$ cat src/rtl/kclc_pkg.sv
`default_nettype none

package kclc_pkg;

    // key codes with a special meaning
    localparam logic [3:0] KEY_ONE  = 4'd1;
    localparam logic [3:0] KEY_TWO  = 4'd2;
    localparam logic [3:0] KEY_NINE = 4'd9;
    localparam logic [3:0] KEY_A    = 4'd10;
    localparam logic [3:0] KEY_B    = 4'd11;
    localparam logic [3:0] KEY_C    = 4'd12;
    localparam logic [3:0] KEY_D    = 4'd13;
    localparam logic [3:0] KEY_HASH = 4'd15;

    // request kinds
    localparam logic REQ_KEY  = 1'b0;
    localparam logic REQ_CARD = 1'b1;

    // mode codes as shown on the result
    localparam logic [2:0] MODE_SELECT_CODE  = 3'd0;
    localparam logic [2:0] MODE_CARD_CODE    = 3'd1;
    localparam logic [2:0] MODE_PIN_CODE     = 3'd2;
    localparam logic [2:0] MODE_CONFIRM_CODE = 3'd3;
    localparam logic [2:0] MODE_NEWPIN_CODE  = 3'd4;

    // operating mode, one-hot
    typedef enum logic [4:0] {
        M_SELECT  = 5'b00001,
        M_CARD    = 5'b00010,
        M_PIN     = 5'b00100,
        M_CONFIRM = 5'b01000,
        M_NEWPIN  = 5'b10000
    } mode_t;

    // event codes
    typedef enum logic [3:0] {
        EV_NONE    = 4'd0,
        EV_UNLOCK  = 4'd1,
        EV_DENY    = 4'd2,
        EV_LOCK    = 4'd3,
        EV_REG     = 4'd4,
        EV_UPDATED = 4'd5,
        EV_SAME    = 4'd6,
        EV_CANCEL  = 4'd7,
        EV_MODE    = 4'd8,
        EV_DIGIT   = 4'd9,
        EV_CLEARED = 4'd10
    } event_t;

    // request beat
    typedef struct packed {
        logic        req_type;
        logic [3:0]  key_code;
        logic        card_found;
        logic [31:0] card_uid;
    } req_t;

    // result beat
    typedef struct packed {
        logic       lock_released;
        logic [2:0] mode_now;
        logic [3:0] event_code;
        logic [2:0] digits_entered;
    } res_t;

    // mode to its external code
    function automatic logic [2:0] mode_code(input mode_t m);
        logic [2:0] c;
        case (m)
            M_SELECT:  c = MODE_SELECT_CODE;
            M_CARD:    c = MODE_CARD_CODE;
            M_PIN:     c = MODE_PIN_CODE;
            M_CONFIRM: c = MODE_CONFIRM_CODE;
            M_NEWPIN:  c = MODE_NEWPIN_CODE;
            default:   c = MODE_SELECT_CODE;
        endcase
        return c;
    endfunction

endpackage

`default_nettype wire

$ cat src/rtl/kclc_req_if.sv
`default_nettype none

interface kclc_req_if;
    logic             valid;
    logic             ready;
    kclc_pkg::req_t   data;

    modport source (output valid, output data, input ready);
    modport sink   (input valid, input data, output ready);
endinterface

`default_nettype wire

$ cat src/rtl/kclc_res_if.sv
`default_nettype none

interface kclc_res_if;
    logic             valid;
    logic             ready;
    kclc_pkg::res_t   data;

    modport source (output valid, output data, input ready);
    modport sink   (input valid, input data, output ready);
endinterface

`default_nettype wire

$ cat src/rtl/kclc_engine.sv
`default_nettype none

module kclc_engine #(
    parameter int PIN_DIGITS = 4,
    parameter int UID_BYTES  = 4
) (
    input  wire logic           clk,
    input  wire logic           rst_n,
    input  wire logic           step,
    input  wire kclc_pkg::req_t item,
    output kclc_pkg::res_t      result
);

    localparam int CW = $clog2(PIN_DIGITS + 1);
    localparam int IW = (PIN_DIGITS > 1) ? $clog2(PIN_DIGITS) : 1;
    localparam int UW = 8 * UID_BYTES;
    localparam logic [CW-1:0] FULL = CW'(PIN_DIGITS);

    kclc_pkg::mode_t  mode_reg, mode_next;
    logic             door_reg, door_next;
    logic [3:0]       entry_reg [PIN_DIGITS];
    logic [3:0]       entry_next [PIN_DIGITS];
    logic [CW-1:0]    count_reg, count_next;
    logic [3:0]       pin_reg [PIN_DIGITS];
    logic [3:0]       pin_next [PIN_DIGITS];
    logic [3:0]       newpin_reg [PIN_DIGITS];
    logic [3:0]       newpin_next [PIN_DIGITS];
    logic [CW-1:0]    newcnt_reg, newcnt_next;
    logic [UW-1:0]    uid_reg, uid_next;
    logic             uid_valid_reg, uid_valid_next;
    logic             seen_reg, seen_next;

    kclc_pkg::event_t ev;
    logic             clr;
    logic             entry_match;
    logic             newpin_match;
    logic [CW-1:0]    newcnt_inc;
    logic [CW-1:0]    cnt_sel;
    logic [3:0]       key;
    logic [UW-1:0]    uid_in;

    assign key    = item.key_code;
    assign uid_in = UW'(item.card_uid);

    // pin compare against the stored pin, entry and the new pin after this digit
    always_comb
    begin
        entry_match  = 1'b1;
        newpin_match = 1'b1;
        for (int i = 0; i < PIN_DIGITS; i++)
        begin
            if (entry_reg[i] != pin_reg[i])
                entry_match = 1'b0;
            if (newpin_next[i] != pin_reg[i])
                newpin_match = 1'b0;
        end
    end

    // new pin digit capture
    always_comb
    begin
        for (int i = 0; i < PIN_DIGITS; i++)
            newpin_next[i] = newpin_reg[i];
        newcnt_inc = newcnt_reg;
        if (mode_reg == kclc_pkg::M_NEWPIN && item.req_type == kclc_pkg::REQ_KEY &&
            key <= kclc_pkg::KEY_NINE && newcnt_reg < FULL)
        begin
            newpin_next[newcnt_reg[IW-1:0]] = key;
            newcnt_inc = newcnt_reg + CW'(1);
        end
    end

    // mode and event logic
    always_comb
    begin
        mode_next      = mode_reg;
        door_next      = door_reg;
        count_next     = count_reg;
        newcnt_next    = newcnt_reg;
        uid_next       = uid_reg;
        uid_valid_next = uid_valid_reg;
        seen_next      = seen_reg;
        ev             = kclc_pkg::EV_NONE;
        clr            = 1'b0;
        for (int i = 0; i < PIN_DIGITS; i++)
        begin
            entry_next[i] = entry_reg[i];
            pin_next[i]   = pin_reg[i];
        end

        if (item.req_type == kclc_pkg::REQ_KEY)
        begin
            case (mode_reg)
                kclc_pkg::M_SELECT:
                begin
                    if (key == kclc_pkg::KEY_ONE)
                    begin
                        mode_next = kclc_pkg::M_CARD;
                        ev        = kclc_pkg::EV_MODE;
                    end
                    else if (key == kclc_pkg::KEY_TWO)
                    begin
                        mode_next = kclc_pkg::M_PIN;
                        clr       = 1'b1;
                        ev        = kclc_pkg::EV_MODE;
                    end
                end
                kclc_pkg::M_CARD:
                begin
                    if (door_reg)
                    begin
                        if (key == kclc_pkg::KEY_HASH)
                        begin
                            door_next = 1'b0;
                            ev        = kclc_pkg::EV_LOCK;
                        end
                    end
                    else if (key == kclc_pkg::KEY_B)
                    begin
                        mode_next = kclc_pkg::M_SELECT;
                        clr       = 1'b1;
                        ev        = kclc_pkg::EV_MODE;
                    end
                end
                kclc_pkg::M_PIN:
                begin
                    if (door_reg)
                    begin
                        if (key == kclc_pkg::KEY_HASH)
                        begin
                            door_next = 1'b0;
                            clr       = 1'b1;
                            ev        = kclc_pkg::EV_LOCK;
                        end
                    end
                    else if (key == kclc_pkg::KEY_C)
                    begin
                        clr = 1'b1;
                        ev  = kclc_pkg::EV_CLEARED;
                    end
                    else if (key <= kclc_pkg::KEY_NINE)
                    begin
                        if (count_reg < FULL)
                        begin
                            entry_next[count_reg[IW-1:0]] = key;
                            count_next = count_reg + CW'(1);
                            ev         = kclc_pkg::EV_DIGIT;
                        end
                    end
                    else if (key == kclc_pkg::KEY_D)
                    begin
                        if (count_reg == FULL)
                        begin
                            clr = 1'b1;
                            if (entry_match)
                            begin
                                door_next = 1'b1;
                                ev        = kclc_pkg::EV_UNLOCK;
                            end
                            else
                                ev = kclc_pkg::EV_DENY;
                        end
                    end
                    else if (key == kclc_pkg::KEY_A)
                    begin
                        mode_next = kclc_pkg::M_CONFIRM;
                        clr       = 1'b1;
                        ev        = kclc_pkg::EV_MODE;
                    end
                    else if (key == kclc_pkg::KEY_B)
                    begin
                        mode_next = kclc_pkg::M_SELECT;
                        clr       = 1'b1;
                        ev        = kclc_pkg::EV_MODE;
                    end
                end
                kclc_pkg::M_CONFIRM:
                begin
                    if (key == kclc_pkg::KEY_A)
                    begin
                        mode_next   = kclc_pkg::M_NEWPIN;
                        newcnt_next = '0;
                        ev          = kclc_pkg::EV_MODE;
                    end
                    else if (key == kclc_pkg::KEY_B)
                    begin
                        mode_next = kclc_pkg::M_PIN;
                        clr       = 1'b1;
                        ev        = kclc_pkg::EV_CANCEL;
                    end
                end
                kclc_pkg::M_NEWPIN:
                begin
                    if (key <= kclc_pkg::KEY_NINE)
                    begin
                        if (newcnt_inc < FULL)
                        begin
                            newcnt_next = newcnt_inc;
                            ev          = kclc_pkg::EV_DIGIT;
                        end
                        else
                        begin
                            if (newpin_match)
                                ev = kclc_pkg::EV_SAME;
                            else
                            begin
                                for (int i = 0; i < PIN_DIGITS; i++)
                                    pin_next[i] = newpin_next[i];
                                ev = kclc_pkg::EV_UPDATED;
                            end
                            newcnt_next = '0;
                            mode_next   = kclc_pkg::M_PIN;
                            clr         = 1'b1;
                        end
                    end
                end
                default:
                begin
                    ev = kclc_pkg::EV_NONE;
                end
            endcase
        end
        else if (mode_reg == kclc_pkg::M_CARD)
        begin
            // card poll: act only on a newly appearing card
            if (item.card_found && !seen_reg)
            begin
                if (!uid_valid_reg)
                begin
                    uid_next       = uid_in;
                    uid_valid_next = 1'b1;
                    ev             = kclc_pkg::EV_REG;
                end
                else if (uid_in == uid_reg)
                begin
                    door_next = 1'b1;
                    ev        = kclc_pkg::EV_UNLOCK;
                end
                else
                    ev = kclc_pkg::EV_DENY;
            end
            seen_next = item.card_found;
        end

        // clear the entry buffer
        if (clr)
        begin
            for (int i = 0; i < PIN_DIGITS; i++)
                entry_next[i] = 4'd0;
            count_next = '0;
        end
    end

    // digit count shown for the new mode
    always_comb
    begin
        case (mode_next)
            kclc_pkg::M_NEWPIN:  cnt_sel = newcnt_next;
            kclc_pkg::M_CONFIRM: cnt_sel = '0;
            default:             cnt_sel = count_next;
        endcase
    end

    assign result.lock_released  = door_next;
    assign result.mode_now       = kclc_pkg::mode_code(mode_next);
    assign result.event_code     = ev;
    assign result.digits_entered = 3'(cnt_sel);

    // lock state
    always_ff @(posedge clk or negedge rst_n)
    begin
        if (!rst_n)
        begin
            mode_reg      <= kclc_pkg::M_SELECT;
            door_reg      <= 1'b0;
            count_reg     <= '0;
            newcnt_reg    <= '0;
            uid_reg       <= '0;
            uid_valid_reg <= 1'b0;
            seen_reg      <= 1'b0;
            for (int i = 0; i < PIN_DIGITS; i++)
            begin
                entry_reg[i] <= 4'd0;
                pin_reg[i]   <= 4'((i + 1) % 10);
            end
        end
        else if (step)
        begin
            mode_reg      <= mode_next;
            door_reg      <= door_next;
            count_reg     <= count_next;
            newcnt_reg    <= newcnt_next;
            uid_reg       <= uid_next;
            uid_valid_reg <= uid_valid_next;
            seen_reg      <= seen_next;
            for (int i = 0; i < PIN_DIGITS; i++)
            begin
                entry_reg[i] <= entry_next[i];
                pin_reg[i]   <= pin_next[i];
            end
        end
    end

    // new pin digits, written before they are read
    always_ff @(posedge clk)
    begin
        if (step)
        begin
            for (int i = 0; i < PIN_DIGITS; i++)
                newpin_reg[i] <= newpin_next[i];
        end
    end

endmodule

`default_nettype wire

$ cat src/rtl/keypad_card_lock_controller_core.sv
// path: request register, engine state update, result register
// throughput: one request per cycle unless res.ready holds the result
// register full; the engine updates state between the two registers
// reset: rst_n asynchronous active low; select mode, door locked, pin 1234,
// no card registered, both pipeline registers empty
`default_nettype none

module keypad_card_lock_controller_core #(
    parameter int PIN_DIGITS = 4,
    parameter int UID_BYTES  = 4
) (
    input  wire logic  clk,
    input  wire logic  rst_n,
    kclc_req_if.sink   req,
    kclc_res_if.source res
);

    logic           req_valid_reg;
    kclc_pkg::req_t req_data_reg;
    logic           res_valid_reg;
    kclc_pkg::res_t res_data_reg;
    kclc_pkg::res_t result;
    logic           advance;
    logic           step;

    // pipeline moves when the result register is free or being drained
    assign advance   = !res_valid_reg || res.ready;
    assign step      = req_valid_reg && advance;
    assign req.ready = !req_valid_reg || advance;
    assign res.valid = res_valid_reg;
    assign res.data  = res_data_reg;

    // request register
    always_ff @(posedge clk or negedge rst_n)
    begin
        if (!rst_n)
            req_valid_reg <= 1'b0;
        else if (req.ready)
            req_valid_reg <= req.valid;
    end

    always_ff @(posedge clk)
    begin
        if (req.valid && req.ready)
            req_data_reg <= req.data;
    end

    kclc_engine #(
        .PIN_DIGITS (PIN_DIGITS),
        .UID_BYTES  (UID_BYTES)
    ) u_engine (
        .clk    (clk),
        .rst_n  (rst_n),
        .step   (step),
        .item   (req_data_reg),
        .result (result)
    );

    // result register
    always_ff @(posedge clk or negedge rst_n)
    begin
        if (!rst_n)
            res_valid_reg <= 1'b0;
        else if (advance)
            res_valid_reg <= req_valid_reg;
    end

    always_ff @(posedge clk)
    begin
        if (step)
            res_data_reg <= result;
    end

endmodule

`default_nettype wire

$ cat src/flat_wrapper.sv
// flat-port wrapper written by rule: the top's interface ports become plain ports
module keypad_card_lock_controller_core_flat 
#(
    parameter int PIN_DIGITS = 4,
    parameter int UID_BYTES  = 4
)
  (clk, rst_n, req_valid, req_data, req_ready, res_valid, res_data, res_ready);
  kclc_req_if req_i ();
  kclc_res_if res_i ();
  input  wire logic clk;
  input  wire logic rst_n;
  input wire logic [$bits(req_i.valid)-1:0] req_valid;
  input wire logic [$bits(req_i.data)-1:0] req_data;
  output wire logic [$bits(req_i.ready)-1:0] req_ready;
  output wire logic [$bits(res_i.valid)-1:0] res_valid;
  output wire logic [$bits(res_i.data)-1:0] res_data;
  input wire logic [$bits(res_i.ready)-1:0] res_ready;
  assign req_i.valid = req_valid;
  assign req_i.data = req_data;
  assign req_ready = req_i.ready;
  assign res_valid = res_i.valid;
  assign res_data = res_i.data;
  assign res_i.ready = res_ready;
  keypad_card_lock_controller_core #(.PIN_DIGITS(PIN_DIGITS), .UID_BYTES(UID_BYTES)) u_core (.clk(clk), .rst_n(rst_n), .req(req_i), .res(res_i));
endmodule
$ cat config.mk
export PLATFORM = sky130hd
export DESIGN_NAME = keypad_card_lock_controller_core_flat
export DESIGN_NICKNAME = d
export VERILOG_FILES = /design/src/rtl/kclc_pkg.sv /design/src/rtl/kclc_req_if.sv /design/src/rtl/kclc_res_if.sv /design/src/rtl/kclc_engine.sv /design/src/rtl/keypad_card_lock_controller_core.sv /design/src/flat_wrapper.sv
export SDC_FILE = /design/constraint.sdc
export NUM_CORES = 1
export LEC_CHECK = 0
export BUFFER_PORTS_ARGS = -buffer_cell sky130_fd_sc_hd__buf_2
export CORE_MARGIN = 8
export CORE_UTILIZATION = 30
export DETAILED_ROUTE_END_ITERATION = 8
export PLACE_DENSITY = 0.52
export SLEW_MARGIN = 10
export SYNTH_ARGS = -nofsm -noshare
export SYNTH_HDL_FRONTEND = slang
export SYNTH_HIERARCHICAL = 1
export SYNTH_SLANG_ARGS = --single-unit
$ cat constraint.sdc
create_clock -name clk -period 4 [get_ports clk]
set_clock_uncertainty 0.05 [all_clocks]
set_input_delay 0.4 -clock clk [delete_from_list [all_inputs] [get_ports clk]]
set_output_delay 0.4 -clock clk [all_outputs]
set_load 0.05 [all_outputs]
* Word-level counts from Yosys, hierarchy flattened
Memory sizes are Yosys's and may differ from the RTL's.
Index checks and enable logic that the tools add are counted.
** Word-level totals
- Bits of input ports :: 42
- Memory bits (read-only) :: 0
- Output and inout bits :: 13
- Register bits after elaboration :: 129
- Latch bits :: 0
- RAM bits :: 16
- Memories kept :: 1
- Logic and storage cells :: 200
** Memory list
- u_core.u_engine.newpin_reg :: depth 4, bits a word 4, rd ports 4, clocked after memory_dff 0, wr ports 4, line kclc_engine.sv:26 : logic [3:0] newpin_reg [PIN_DIGITS];
** Operators by class
- Bitwise logic cells :: 6
- Shift operators :: 0
- Order comparisons :: 8
- Multiplexer cells :: 108
- Multiply operators :: 0
- Reduce and logical (&&, ||, !) cells :: 21
- Divide/modulo/power cells :: 0
- Add/subtract/negate cells :: 2
- Eq/ne operators :: 29
** Operators by type and width (number)
- 16-bit two-way mux :: 8
- 5-bit two-way mux :: 14
- 4-bit two-way mux :: 16
- 3-bit two-way mux :: 16
- 1-bit two-way mux :: 38
- 16-bit bitwise mux :: 2
- 32-bit equality test :: 1
- 4-bit inequality test :: 8
- 5-bit case mux with 5 select lines :: 1
- 4-bit equality test (second input constant) :: 5
- 4-bit case mux with 5 select lines :: 1
- 4-bit demux with 2-bit select :: 2
- 3-bit case mux with 2 select lines :: 2
- 3-bit case mux with 4 select lines :: 1
- 5-bit by 2-bit equality test with 1-bit output (second input constant) :: 2
- 5-bit by 3-bit equality test with 1-bit output (second input constant) :: 2
- 5-bit by 4-bit equality test with 1-bit output (second input constant) :: 2
- 5-bit equality test (second input constant) :: 2
- 2-bit two-way mux :: 5
- 3-bit less-than comparator (second input constant) :: 3
- 1-bit logical AND :: 8
- 7-bit AND reduction :: 1
- 3-bit by 1-bit adder with 3-bit output (second input constant) :: 2
- 3-bit >= comparator (second input constant) :: 2
- 19 further kinds :: 30

* Depth between registers and ports, before layout
- Word-level depth :: 17
- Mapped depth :: 10
- Depth with buffers taken out :: 9

* Hierarchy
The synthesis kept the hierarchy.
** Modules (own cells, without submodules)
- kclc_engine :: seq. area each 2439.8 µm², times used 1, cells each 566, area an instance 5908.2 µm²
- keypad_card_lock_controller_core :: seq. area each 1521.5 µm², times used 1, cells each 57, area an instance 1575.3 µm²

* Worst setup path before layout
Ideal clock, no wire load.
- Kind :: reg2reg
- Start point :: register u_core.res_valid_reg, in the netlist u_core/res.valid
- End point :: register u_core/u_engine/pin_reg[10] (netlist name)
- Stages on the path, launching flop included :: 9
- Slack :: 0.850 ns
- Period minus slack after synthesis :: 3.150 ns
- Buffers on the path :: 2
- Library setup time :: 0.125 ns
- Data required time :: 3.825 ns
- Arrival :: 2.975 ns
- Cell sequence :: dfrtp_1 nand2b_1 and2_1 clkbuf_1 nor2b_1 nand2_1 a21oi_4 buf_6 mux2_4
** Between the ends
- Cells in the longest elaborated chain, start to end :: 4
** RTL lines
- start: declaration :: line keypad_card_lock_controller_core.sv:20 : logic res_valid_reg;
- start signal: assignment :: line keypad_card_lock_controller_core.sv:65 : res_valid_reg <= req_valid_reg;
- 1-bit logical NOT :: line keypad_card_lock_controller_core.sv:27 : assign advance = !res_valid_reg || res.ready;
- 1-bit logical OR :: line keypad_card_lock_controller_core.sv:27
- 1-bit logical AND :: line keypad_card_lock_controller_core.sv:28 : assign step = req_valid_reg && advance;
- named net u_core.step :: line keypad_card_lock_controller_core.sv:24 : logic step;
- 6-bit AND reduction (no line)
- end signal: indexed assignment :: line kclc_engine.sv:284 : pin_reg[i] <= 4'((i + 1) % 10);
- end signal: indexed assignment :: line kclc_engine.sv:299 : pin_reg[i] <= pin_next[i];
- end: declaration :: line kclc_engine.sv:24 : logic [3:0] pin_reg [PIN_DIGITS];
The timed path passes the listed nets, and every way through them passes these cells.
A chain may end at the register's enable or synchronous reset.

* Worst setup path in the final report
- Start point :: register u_core.u_engine.newcnt_reg[0]
- End point :: register u_core/u_engine/pin_reg[11] (netlist name)
** Between the ends
- Cells in the longest elaborated chain, start to end :: 14
- Elaborated cells on any way between the ends :: 24
- Classes of those cells :: add/sub (1); order compare (4); eq/ne (4); mux (9); bitwise (3); reduce/logical (3)
** RTL lines
- start: declaration :: line kclc_engine.sv:28 : logic [CW-1:0] newcnt_reg, newcnt_next;
- start signal: assignment :: line kclc_engine.sv:292 : newcnt_reg <= newcnt_next;
- 2-bit inverter with 3-bit output (not written as such) :: line kclc_engine.sv:68 : newpin_next[newcnt_reg[IW-1:0]] = key;
- 3-bit >= comparator (not written as such) or 3-bit by 1-bit less-than comparator with 1-bit output (tied branches) :: line kclc_engine.sv:68
- 1-bit logical AND (not written as such) :: line kclc_engine.sv:68
- 4-bit two-way mux (not written as such) :: line kclc_engine.sv:68
- 4-bit demux with 2-bit select :: line kclc_engine.sv:68
- 16-bit bitwise mux :: line kclc_engine.sv:68
- 16-bit two-way mux :: line kclc_engine.sv:65 : if (mode_reg == kclc_pkg::M_NEWPIN && item.req_type == kclc_pkg::REQ_KEY &&
- 4-bit inequality test :: line kclc_engine.sv:54 : if (newpin_next[i] != pin_reg[i])
- 1-bit two-way mux (4 in series) :: line kclc_engine.sv:54
- 1-bit inverter (no line)
- 6-bit AND reduction (no line)
Several ways; a longest one is shown, not always the timed one.

==> results.md <==
| Quantity | This run |
|---|---|
| Transition time of the tightest slew-check pin | 1120 ps |
| Pin count of the biggest net entering global routing | 60 |
| Drt first pass iters | 5 |
| Overall routing resource usage | 0.116 |
| Average wire length per cell after detail routing | 16.9 um |
| Part of the Yosys area used for sequential elements | 0.529 |
| Required arrival time at the worst endpoint | 4250 ps |
| Global Route met2 Usage | 0.175 |
| Most frequently used flop master after synthesis | dfrtp_1 |
| Area of the die | 30300 um2 |
| Post-synthesis instance area | 7480 um2 |
| Final GP Congestion | 0.901 |
| Synth-to-Final Area Change | 16.2% |
| Number of nets in the layout | 731 |
| Leakage | 3.66 nW |
| Count of cells resized by post-cts repair | 0 |
| Count of flip-flops with a built-in enable after synthesis | 65 |
| Met1 usage | 0.159 |
| CTS tree | done |
| Half-perimeter wire length after detailed placement | 12200 um |
| Global route total overflow | 0 |
| ANT cells | 0 |
| Max H-tree Level | 4 |
| Utilization of the core after routing | 0.350 |
| RSZ-0062 raised after global routing | false |
| Count of input and output buffers | 54 |
| Sinks on the clock net | 145 |
| Max-capacitance violation count | 0 |
| Part of the power in combinational logic | 0.155 |
| Clock-pin slew on the worst setup and hold paths | 70 ps |
| Buffer depth of the longest clock path | 2 |
| Worst EP arrival | 3540 ps |
| Number of primary I/O pins | 55 |
| Library cell used as clock root buffer | clkbuf_16 |
| Clock Latency Late Sink | 420 ps |
| Post-detailed-routing wire length | 17300 um |
| Critical path fanouts, max | 11 |
| Final number of max-transition violations | 0 |
| Final critical path time including I/O delays and setup | 3290 ps |
| Outcome | finished clean |
| Fraction of registers with async set/reset | 0.552 |
| Power density of the placed cells | 463 nW/um2 |
| Total of warnings raised by yosys | 6 |
| Post-route total power | 4.03 mW |
| Hold Crit Class | in2async |
| Sw Pwr | 1.17 mW |
| Fin. Hold Viols | 0 |
| Number of buffers created by CTS | 17 |
| Number of hold buffers added after cts | 0 |
| Share of total power in sequential cells | 0.456 |
| Area used by sequential logic in the layout | 3960 um2 |
| First-pass GRT wire length | 27900 um |
| Standard-cell rows | 58 |
| Kind of start point of the critical path | register |
| Fraction of the cycle the final worst path needs | 0.822 |
| Post-route design area | 8700 um2 |
| Share of power burned in the clock network | 0.389 |
| Filler cells | 2490 |
| Vias | 4964 |
| Most congested layer reported by global routing | met2 |
| ANT nets after route | 0 |
| # Post-CTS Setup Buffers | 0 |
| Switch share | 0.290 |
| Delay of the slowest critical-path stage | 470 ps |
| Multi-input gate area | 3330 um2 |
| Final total negative setup slack | 0 ps |
| Hold WS | 23.2 ps |
| Internal Power | 2.86 mW |
| Maximum achievable frequency | 0.304 GHz |
| Average cell area after synthesis | 12.0 um2 |
| Remaining design rule violation count | 0 |
| Number of global-route vias before repair | 4996 |
| X dimension of the die | 174 um |
| Synthesis-stage register bit count | 145 |
| Number of flip-flops under the largest register name | 38 |
| Yosys cell types | 67 |
| Placeable core area | 24800 um2 |
| Setup-violating endpoint count in the final report | 0 |
| Synthesized net count | 673 |
| Endpoint class of the critical path | register |
| Fraction of final layout cells with drive strength greater than 1 | 0.278 |
| Slowest cell on the critical path | or3b_1 |
| Most common cell type on the critical path | nand4_1 |
| Global routing usage on met3 | 0.0328 |
| Worst setup path category | reg2reg |
| Antenna violations before repair | 2 |
| Number of standard cells after synthesis | 623 |
| Chip Height | 174 um |
| Starting density of the core | 0.302 |
| Worst slew slack as a fraction of its limit | 0.241 |
| Peak ir drop on the vdd network | 0.242 mV |
| CP cell instances | inv_1 > ha_1 > nor3b_1 > nand4_1 > or3b_1 > nand4_1 > nor4_4 > a21oi_4 > buf_4 > mux2_4 |
| Detailed router's first-iteration violation count | 425 |
| Drt via density | 4.85 |
| Total placed instance area | 8120 um2 |
per-stage QoR:
step,setup slack [ps],instances
after floorplan,850,623
after global placement,770,992
after detailed placement,718,992
after CTS,706,1024
after global routing,464,1024
final,713,1024
critical path, delay by kind of cell, from the launching register on:
kind	cells	cell delay (ps)
flip-flops	1	440
AND/OR/NAND/NOR	5	1240
multiplexers	1	310
adder cells (fa/ha/maj)	1	300
AO/OA/AOI/OAI	1	440
buffers and inverters	2	380
final cells by class:
| type | instances | area share |
|---|---|---|
| clock buffers | 19 | 0.0509 |
| clock inverters | 13 | 0.0155 |
| inverters | 16 | 0.00690 |
| multi-input cells | 436 | 0.383 |
| flip-flops and latches | 145 | 0.455 |
| well taps | 330 | 0.0475 |
| repair buffers | 65 | 0.0409 |
path summary, 6_finish.rpt:
check	to	start	cells past startpoint	slack, ps
hold / removal	u_core/u_engine/pin_reg[14]	rst_n	1	20
setup reg to reg	u_core/u_engine/pin_reg[11]	u_core/u_engine/newcnt_reg[0]	10	710
hold reg to reg	u_core/u_engine/entry_reg[8]	u_core/u_engine/entry_reg[8]	2	450
min in group clk	u_core/req_data_reg[1]	req_data[1]	1	100
setup / recovery	u_core/u_engine/pin_reg[11]	u_core/u_engine/newcnt_reg[0]	10	710
max in group asynchronous	u_core/u_engine/pin_reg[5]	rst_n	2	3000
power by group through the flow:
stage                     clock, mW  combinational [mW]  sequential, mW
after global routing           1.68               0.694            1.86
after global placement            0               0.628            1.86
after detailed placement          0               0.627            1.87
after floorplan                   0               0.443            1.86
after CTS                      1.62               0.631            1.84
final                          1.57               0.626            1.84
synthesized netlist by cell type, types with 4 or more instances:
| cell type | count | area, um2 |
|---|---|---|
| nand2b_1 | 12 | 75.1 |
| or2_2 | 5 | 31.3 |
| dfrtp_1 | 74 | 1850 |
| ha_1 | 8 | 100 |
| xor2_1 | 61 | 534 |
| o21ai_0 | 32 | 160 |
| nor2_1 | 28 | 105 |
| nor4b_1 | 4 | 35.0 |
| mux2i_1 | 5 | 50.1 |
| o31ai_1 | 5 | 37.5 |
| edfxtp_1 | 65 | 1950 |
| mux2_2 | 62 | 698 |
| nor4_1 | 16 | 100 |
| clkbuf_1 | 10 | 37.5 |
| buf_2 | 12 | 60.1 |
| nand2_1 | 38 | 143 |
| a21o_1 | 4 | 30.0 |
| nand3b_1 | 5 | 37.5 |
| nand3_1 | 17 | 85.1 |
| inv_1 | 16 | 60.1 |
| o22ai_1 | 4 | 25.0 |
| nor2b_1 | 12 | 75.1 |
| o221ai_1 | 4 | 35.0 |
| nor3_1 | 10 | 50.1 |
| a21oi_1 | 12 | 60.1 |
| nand4_1 | 12 | 75.1 |
| dfstp_2 | 6 | 158 |
| mux2_4 | 10 | 150 |
| and2_0 | 4 | 25.0 |
| xnor2_1 | 11 | 96.3 |
| a31oi_1 | 4 | 25.0 |
routing by layer:
layer	share of wire	routed length (um)	vias up
li1	-	-	2393
met1	0.49	8450	2400
met2	0.44	7600	142
met3	0.055	957	25
met4	0.013	233	4
met5	0.0016	28	-
cells by family after synthesis:
logic type | after synthesis | share of synthesized area
and+or+nand+nor | 187 | 0.146
DFF | 145 | 0.529
AOI/OAI and AO/OA | 92 | 0.0811
muxes | 77 | 0.120
xor gates and xnor gates | 72 | 0.0843
buffers and inverters | 42 | 0.0261
adders and majority gates | 8 | 0.0134
cells in the final DEF (no fill, tap or decap), types with 10 or more instances in the layout:
cell type	synthesis	final
dfrtp_1	74	74
edfxtp_1	65	65
mux2_2	62	62
xor2_1	61	61
buf_2	12	53
nand2_1	38	38
o21ai_0	32	32
nor2_1	28	27
clkbuf_16	0	17
nand3_1	17	17
inv_1	16	16
nor4_1	16	16
buf_4	2	12
nand2b_1	12	12
nor2b_1	12	12
nand4_1	12	12
a21oi_1	12	12
xnor2_1	11	11
nor3_1	10	10
mux2_4	10	10
(Power assumes the default switching activity.)
